--- src/spq_pkg.sv ---
// ----------------------------------------------------------------------------
// spq_pkg
// Types and codes of the three class strict priority queue.
// ----------------------------------------------------------------------------
package spq_pkg;

  localparam int NUM_CLASSES = 3;
  localparam int CLASS_W     = 2;
  localparam int PKT_ID_W    = 16;
  localparam int STATUS_W    = 2;
  localparam int TOTAL_W     = 6;

  typedef enum logic {
    OP_ENQ = 1'b0,
    OP_DEQ = 1'b1
  } op_t;

  localparam logic [STATUS_W-1:0] STAT_OK      = 2'd0;
  localparam logic [STATUS_W-1:0] STAT_UNKNOWN = 2'd1;
  localparam logic [STATUS_W-1:0] STAT_FULL    = 2'd2;
  localparam logic [STATUS_W-1:0] STAT_EMPTY   = 2'd3;

  localparam logic [CLASS_W-1:0] CLS_HIGH    = 2'd0;
  localparam logic [CLASS_W-1:0] CLS_MEDIUM  = 2'd1;
  localparam logic [CLASS_W-1:0] CLS_LOW     = 2'd2;
  localparam logic [CLASS_W-1:0] CLS_UNKNOWN = 2'd3;

  typedef struct packed {
    logic accept;   // request taken this cycle
    logic load_id;  // head id read back, copy to output
  } dp_cmd_t;

  typedef struct packed {
    logic any_queued;
  } dp_stat_t;

endpackage

--- src/spq_datapath.sv ---
// ----------------------------------------------------------------------------
// spq_datapath
// Class FIFO storage, head/tail pointers, occupancy and the result register.
// ----------------------------------------------------------------------------
module spq_datapath #(
  parameter int QUEUE_DEPTH = 16,
  parameter int ID_BITS     = 16
) (
  input  logic                           clk,
  input  logic                           rst,
  input  spq_pkg::dp_cmd_t               cmd,
  output spq_pkg::dp_stat_t              stat,
  input  logic                           op,
  input  logic [spq_pkg::PKT_ID_W-1:0]   pkt_id,
  input  logic [spq_pkg::CLASS_W-1:0]    pkt_class,
  output logic [spq_pkg::STATUS_W-1:0]   status,
  output logic [spq_pkg::PKT_ID_W-1:0]   out_id,
  output logic [spq_pkg::CLASS_W-1:0]    out_class,
  output logic                           all_empty,
  output logic [spq_pkg::TOTAL_W-1:0]    total_count
);
  import spq_pkg::*;

  localparam int PTR_W  = $clog2(QUEUE_DEPTH);
  localparam int OCC_W  = $clog2(QUEUE_DEPTH + 1);
  localparam int ADDR_W = $clog2(NUM_CLASSES * QUEUE_DEPTH);
  localparam int SUM_W  = OCC_W + 2;
  localparam int MEM_N  = NUM_CLASSES * QUEUE_DEPTH;

  localparam logic [OCC_W-1:0]  OCC_FULL = OCC_W'(QUEUE_DEPTH);
  localparam logic [PTR_W-1:0]  PTR_LAST = PTR_W'(QUEUE_DEPTH - 1);

  logic [ID_BITS-1:0] mem [MEM_N];
  logic [ID_BITS-1:0] rd_data;

  logic [PTR_W-1:0] head      [NUM_CLASSES];
  logic [PTR_W-1:0] tail      [NUM_CLASSES];
  logic [OCC_W-1:0] occ       [NUM_CLASSES];
  logic [PTR_W-1:0] head_next [NUM_CLASSES];
  logic [PTR_W-1:0] tail_next [NUM_CLASSES];
  logic [OCC_W-1:0] occ_next  [NUM_CLASSES];

  logic [NUM_CLASSES-1:0] enq_hit;
  logic [NUM_CLASSES-1:0] deq_hit;
  logic                   found;
  logic [ADDR_W-1:0]      wr_addr;
  logic [ADDR_W-1:0]      rd_addr;
  logic [STATUS_W-1:0]    res_status;
  logic [CLASS_W-1:0]     res_class;
  logic [SUM_W-1:0]       sum;

  logic [ID_BITS+PKT_ID_W-1:0] wr_ext;
  logic [ID_BITS+PKT_ID_W-1:0] rd_ext;
  logic [SUM_W+TOTAL_W-1:0]    sum_ext;

  function automatic logic [PTR_W-1:0] next_ptr(input logic [PTR_W-1:0] p);
    return (p == PTR_LAST) ? '0 : p + 1'b1;
  endfunction

  assign wr_ext  = {{ID_BITS{1'b0}}, pkt_id};
  assign rd_ext  = {{PKT_ID_W{1'b0}}, rd_data};
  assign sum_ext = {{TOTAL_W{1'b0}}, sum};

  always_comb begin
    found      = 1'b0;
    enq_hit    = '0;
    deq_hit    = '0;
    wr_addr    = '0;
    rd_addr    = '0;
    res_class  = CLS_HIGH;
    for (int c = 0; c < NUM_CLASSES; c++) begin
      head_next[c] = head[c];
      tail_next[c] = tail[c];
      occ_next[c]  = occ[c];
      enq_hit[c]   = (op == OP_ENQ) && (pkt_class == CLASS_W'(c)) && (occ[c] != OCC_FULL);
      if (pkt_class == CLASS_W'(c)) begin
        wr_addr = ADDR_W'(c * QUEUE_DEPTH) + ADDR_W'(tail[c]);
      end
      if (!found && occ[c] != '0) begin
        found      = 1'b1;
        deq_hit[c] = (op == OP_DEQ);
        rd_addr    = ADDR_W'(c * QUEUE_DEPTH) + ADDR_W'(head[c]);
        if (op == OP_DEQ) begin
          res_class = CLASS_W'(c);
        end
      end
      if (enq_hit[c]) begin
        tail_next[c] = next_ptr(tail[c]);
        occ_next[c]  = occ[c] + 1'b1;
      end
      if (deq_hit[c]) begin
        head_next[c] = next_ptr(head[c]);
        occ_next[c]  = occ[c] - 1'b1;
      end
    end
    if (op == OP_ENQ) begin
      if (pkt_class == CLS_UNKNOWN) begin
        res_status = STAT_UNKNOWN;
      end else if (|enq_hit) begin
        res_status = STAT_OK;
      end else begin
        res_status = STAT_FULL;
      end
    end else begin
      res_status = found ? STAT_OK : STAT_EMPTY;
    end
    sum = SUM_W'(occ_next[0]) + SUM_W'(occ_next[1]) + SUM_W'(occ_next[2]);
  end

  assign stat.any_queued = found;

  always_ff @(posedge clk) begin
    if (rst) begin
      for (int c = 0; c < NUM_CLASSES; c++) begin
        head[c] <= '0;
        tail[c] <= '0;
        occ[c]  <= '0;
      end
    end else if (cmd.accept) begin
      for (int c = 0; c < NUM_CLASSES; c++) begin
        head[c] <= head_next[c];
        tail[c] <= tail_next[c];
        occ[c]  <= occ_next[c];
      end
    end
  end

  always_ff @(posedge clk) begin
    if (cmd.accept && |enq_hit) begin
      mem[wr_addr] <= wr_ext[ID_BITS-1:0];
    end
    if (cmd.accept && |deq_hit) begin
      rd_data <= mem[rd_addr];
    end
  end

  always_ff @(posedge clk) begin
    if (cmd.accept) begin
      status      <= res_status;
      out_class   <= res_class;
      all_empty   <= (sum == '0);
      total_count <= sum_ext[TOTAL_W-1:0];
      out_id      <= '0;
    end else if (cmd.load_id) begin
      out_id      <= rd_ext[PKT_ID_W-1:0];
    end
  end

endmodule

--- src/spq_ctrl.sv ---
// ----------------------------------------------------------------------------
// spq_ctrl
// Handshake control: request acceptance, head read wait, result valid.
// ----------------------------------------------------------------------------
module spq_ctrl (
  input  logic              clk,
  input  logic              rst,
  input  logic              in_valid,
  output logic              in_stall,
  input  logic              op,
  output logic              out_valid,
  input  logic              out_stall,
  input  spq_pkg::dp_stat_t stat,
  output spq_pkg::dp_cmd_t  cmd
);
  import spq_pkg::*;

  typedef enum logic [1:0] {
    ST_IDLE = 2'b01,
    ST_READ = 2'b10
  } state_t;

  state_t state;
  state_t state_next;
  logic   out_valid_next;
  logic   slot_free;
  logic   wants_read;

  assign slot_free  = (state == ST_IDLE) && (!out_valid || !out_stall);
  assign in_stall   = !slot_free;
  assign cmd.accept = slot_free && in_valid;
  assign cmd.load_id = (state == ST_READ);
  assign wants_read = cmd.accept && (op == OP_DEQ) && stat.any_queued;

  always_comb begin
    unique case (state)
      ST_IDLE: begin
        state_next = wants_read ? ST_READ : ST_IDLE;
      end
      ST_READ: begin
        state_next = ST_IDLE;
      end
      default: begin
        state_next = ST_IDLE;
      end
    endcase
  end

  always_comb begin
    if ((cmd.accept && !wants_read) || cmd.load_id) begin
      out_valid_next = 1'b1;
    end else if (out_valid && !out_stall) begin
      out_valid_next = 1'b0;
    end else begin
      out_valid_next = out_valid;
    end
  end

  always_ff @(posedge clk) begin
    if (rst) begin
      state     <= ST_IDLE;
      out_valid <= 1'b0;
    end else begin
      state     <= state_next;
      out_valid <= out_valid_next;
    end
  end

endmodule

--- src/three_class_strict_priority_queue.sv ---
// Enqueue: result registered when the request is taken; one enqueue per cycle
// while in_stall is low. Dequeue: the head id from the shared id memory is
// registered, then copied to out_id in the read state, which stalls requests;
// an empty dequeue skips it. Reset clears pointers, occupancy and the result
// valid; the id memory is not cleared and is only read after it is written.
// ----------------------------------------------------------------------------
// three_class_strict_priority_queue
// Strict priority scheduler with high, medium and low class FIFOs.
// ----------------------------------------------------------------------------
module three_class_strict_priority_queue #(
  parameter int QUEUE_DEPTH = 16,
  parameter int ID_BITS     = 16
) (
  input  logic                          clk,
  input  logic                          rst,
  input  logic                          in_valid,
  output logic                          in_stall,
  input  logic                          op,
  input  logic [spq_pkg::PKT_ID_W-1:0]  pkt_id,
  input  logic [spq_pkg::CLASS_W-1:0]   pkt_class,
  output logic                          out_valid,
  input  logic                          out_stall,
  output logic [spq_pkg::STATUS_W-1:0]  status,
  output logic [spq_pkg::PKT_ID_W-1:0]  out_id,
  output logic [spq_pkg::CLASS_W-1:0]   out_class,
  output logic                          all_empty,
  output logic [spq_pkg::TOTAL_W-1:0]   total_count
);
  import spq_pkg::*;

  dp_cmd_t  cmd;
  dp_stat_t stat;

  spq_ctrl u_ctrl (
    .clk       (clk),
    .rst       (rst),
    .in_valid  (in_valid),
    .in_stall  (in_stall),
    .op        (op),
    .out_valid (out_valid),
    .out_stall (out_stall),
    .stat      (stat),
    .cmd       (cmd)
  );

  spq_datapath #(
    .QUEUE_DEPTH (QUEUE_DEPTH),
    .ID_BITS     (ID_BITS)
  ) u_datapath (
    .clk         (clk),
    .rst         (rst),
    .cmd         (cmd),
    .stat        (stat),
    .op          (op),
    .pkt_id      (pkt_id),
    .pkt_class   (pkt_class),
    .status      (status),
    .out_id      (out_id),
    .out_class   (out_class),
    .all_empty   (all_empty),
    .total_count (total_count)
  );

endmodule

--- config.mk ---
export PLATFORM = sky130hd
export DESIGN_NAME = three_class_strict_priority_queue
export DESIGN_NICKNAME = d
export VERILOG_FILES = /design/src/spq_pkg.sv /design/src/spq_datapath.sv /design/src/spq_ctrl.sv /design/src/three_class_strict_priority_queue.sv
export SDC_FILE = /design/constraint.sdc
export NUM_CORES = 1
export LEC_CHECK = 0
export ABC_AREA = 1
export BUFFER_PORTS_ARGS = -buffer_cell sky130_fd_sc_hd__buf_2
export CAP_MARGIN = 10
export CORE_UTILIZATION = 45
export DETAILED_ROUTE_END_ITERATION = 8
export GPL_TIMING_DRIVEN = 0
export PLACE_DENSITY_LB_ADDON = 0.15
export SLEW_MARGIN = 20
export SYNTH_ARGS = -nofsm -noshare
export SYNTH_HDL_FRONTEND = slang
export SYNTH_SLANG_ARGS = --single-unit
--- constraint.sdc ---
create_clock -name clk -period 7.3 [get_ports clk]
set_input_delay 1.095 -clock clk [delete_from_list [all_inputs] [get_ports clk]]
set_output_delay 1.095 -clock clk [all_outputs]
set_load 0.005 [all_outputs]
==> results.py <==
metrics = {
    "status": {
        "status": "finished, final reports clean",
    },
    "timing": {
        "max_slew_margin_pct": 31.1,
        "fmax_mhz": 228,
        "setup_viol": 0,
        "max_slew.worst_pin.slew_ns": 1.03,
        "grt_setup_unrepaired": "no",
        "holdWs_ns": 0.492,
        "final.setup.tns_ns": 0,
        "finalHoldViolCount": 0,
        "final-max-slew-violation-count": 0,
        "fin_crit_ns": 4.39,
        "finalCritPeriodShare_pct": 60.1,
        "skew_ns": 0.0223,
    },
    "drt": {
        "drt_iter0_drc": 2456,
        "viasPerCell": 5.52,
        "num_vias": 25500,
        "postRouteAntennaNets": 0,
        "drt_first_pass_iters": 7,
        "drt-total-wl_um": 109000,
        "remaining_drc_errors": 0,
        "post_drt_wl_per_cell_um": 23.7,
    },
    "power": {
        "peakVddDrop_mv": 0.195,
        "leakage_nw": 16.6,
        "p_per_area_nw_per_um2": 304,
    },
    "yosys": {
        "ys_warn_count": 0,
        "async_flop_share_pct": 0,
        "ys_seq_elements": 853,
        "syn_nets": 3380,
        "synthCells": 3326,
        "syn-cell-area_um2": 37600,
        "synthFlopType": "edfxtp_1",
        "synth-edff-count": 834,
        "ys_seq_area_share_pct": 67.5,
        "ys_types": 43,
        "syn_area_per_cell_um2": 11.3,
    },
    "worst_setup_path": {
        "critical_path_arrival_ns": 4.90,
        "crit_path_start_kind": "flip-flop",
        "cp_max_fo": 10,
        "path_cells": "inv_1 -> ha_1 -> nand3_4 -> a31oi_1 -> buf_4 -> nand2_2 -> nand2_1 -> o21ai_0 -> o21bai_1 -> xor2_1 -> ha_1 -> a21oi_1 -> and2_1 -> xor2_1 -> inv_1 -> ha_1 -> a21oi_1 -> nand2_1 -> xor2_1 -> nor4_1 -> o211a_1",
        "max_stage_delay_ns": 0.44,
        "required_ns": 7.82,
        "worst_setup_path_end_kind": "flip-flop",
        "crit_slowest_cell": "edfxtp_1",
        "path_class": "flip-flop to flip-flop",
        "rr_worst_depth": 21,
    },
    "hold_path": {
        "min_path_cells": 2,
        "min_path_type": "flip-flop to flip-flop",
    },
    "grt": {
        "overflow": 0,
        "grt_max_degree": 49,
        "antenna_found_initial": 0,
        "grt_pass1_vias": 24700,
        "grt_pass1_wl_um": 160000,
        "grt.total_usage_pct": 25.8,
    },
    "die": {
        "chipHeight_um": 291,
        "start_util_pct": 45.7,
        "die_area_um2": 84800,
        "rows": 105,
        "core_um2": 82400,
        "top_level_ports": 52,
        "chipWidth_um": 291,
    },
    "finish": {
        "fillers": 7169,
        "layout_commonest_cell": "edfxtp_1",
        "syn_to_final_growth_pct": 12.6,
        "drive_gt1_share_pct": 10.6,
        "final_cell_mix": "834 x edfxtp_1, 664 x nand3_1, 499 x inv_1",
        "final_nets": 3529,
    },
    "place": {
        "globalplace.congestion": 1.01,
        "detailed_place_hpwl_um": 73500,
        "io_buffers": 51,
    },
    "clock_network": {
        "htreeDepth": 3,
        "tritoncts": "done",
        "clock_latency_ns": 0.66,
        "cts.clk_slew.worst_paths_ns": 0.06,
        "cts_sinks": 853,
        "cts_buffers": 92,
        "post_cts_buffers": 0,
        "clock_path_buffers": 3,
        "root_buffer": "clkbuf_16",
        "ctsResizeCount": 0,
        "holdBufCountCts": 0,
    },
    "job": {
        "cap_violations": 0,
    },
}
## per-stage QoR
step	setup slack (ns)	power, mW	instances	utilization [%]	instance area, um^2
CTS	2.89	12.9	4621	51.4	42400
finish	2.91	12.9	4622	51.5	42400
detailed placement	2.40	8.36	4451	47.9	39500
global route	2.52	13.3	4621	51.4	42400
global placement	2.43	8.30	4447	47.6	39200
floorplan	3.06	7.22	3326	-	37600
## final timing paths
kind,endpoint,from,slack (ns)
worst max register to register,u_datapath.all_empty,u_datapath.occ[0][0],2.91
worst min register to register,u_ctrl.out_valid,u_ctrl.out_valid,0.49
worst max-delay path,u_datapath.all_empty,u_datapath.occ[0][0],2.91
worst min-delay path,u_ctrl.out_valid,u_ctrl.out_valid,0.49
## per-layer routing
layer	vias up	wire length (um)	track usage, %
met5	-	0	0
met4	0	3860	9.89
met3	185	7170	3.50
met2	933	51200	41.6
met1	12600	47300	35.6
li1	11800	-	-
## synth_stat cells (all sizes together) (3+ instances only)
master / n / area share, %
dfxtp: 19 / 1.0
buf: 112 / 1.8
xnor2: 7 / 0.16
nand3b: 161 / 3.2
ha: 29 / 0.96
mux2: 16 / 0.48
nor2: 138 / 1.4
o21a: 3 / 0.060
a21oi: 33 / 0.44
nand3: 666 / 8.9
nand2: 484 / 4.9
edfxtp: 834 / 67
inv: 504 / 5.0
xor2: 23 / 0.54
clkbuf: 81 / 0.81
o21ai: 95 / 1.3
o211ai: 99 / 2.0
## worst max-delay path: cells and delay by family (launching register included)
kind	cells	cell delay (ns)
adder cells (fa/ha/maj)	3	0.92
AO/OA/AOI/OAI	6	1.01
flip-flops	1	0.44
buffers and inverters	3	0.47
AND/OR/NAND/NOR	6	0.92
XOR/XNOR	3	0.49
## state kept, by name, indices dropped and copies added, names as in the netlist
name,flops
u_ctrl.out_valid,1
u_datapath.out_class,2
u_datapath.head,12
u_datapath.total_count,6
u_datapath.occ,15
u_datapath.rd_data,16
u_ctrl.state,2
u_datapath.mem,768
u_datapath.out_id,16
u_datapath.all_empty,1
u_datapath.tail,12
u_datapath.status,2
## cell type report
cell class	count	area [um^2]	area share, %
tap	1070	1340	3.16
antenna	1	2.50	0.00590
clock inverter	48	408	0.962
inverter	505	1900	4.48
multi-input combinational	1775	9480	22.4
sequential	853	25400	60.0
clock buffer	122	2510	5.92
timing repair buffer	55	358	0.844
buffer	193	967	2.28
## power breakdown
group          leakage [nW]  internal, mW  switching (mW)  total (mW)
combinational          7.49         0.755            2.05        2.80
clock                  1.42          2.63            1.92        4.55
sequential             7.72          5.49          0.0356        5.52
## cells by family (layout without fill, tap and decap cells)
group,Yosys count,count (layout),share of synthesized area [%]
simple gates,1457,1457,18.6
fa+ha+maj,31,31,1.07
compound gates,241,241,3.98
mux,16,16,0.479
buf+inv,698,923,7.61
flops,853,853,67.5
xor+xnor,30,30,0.698
other cells,0,1,0
Power figures use the tool's default switching activity.
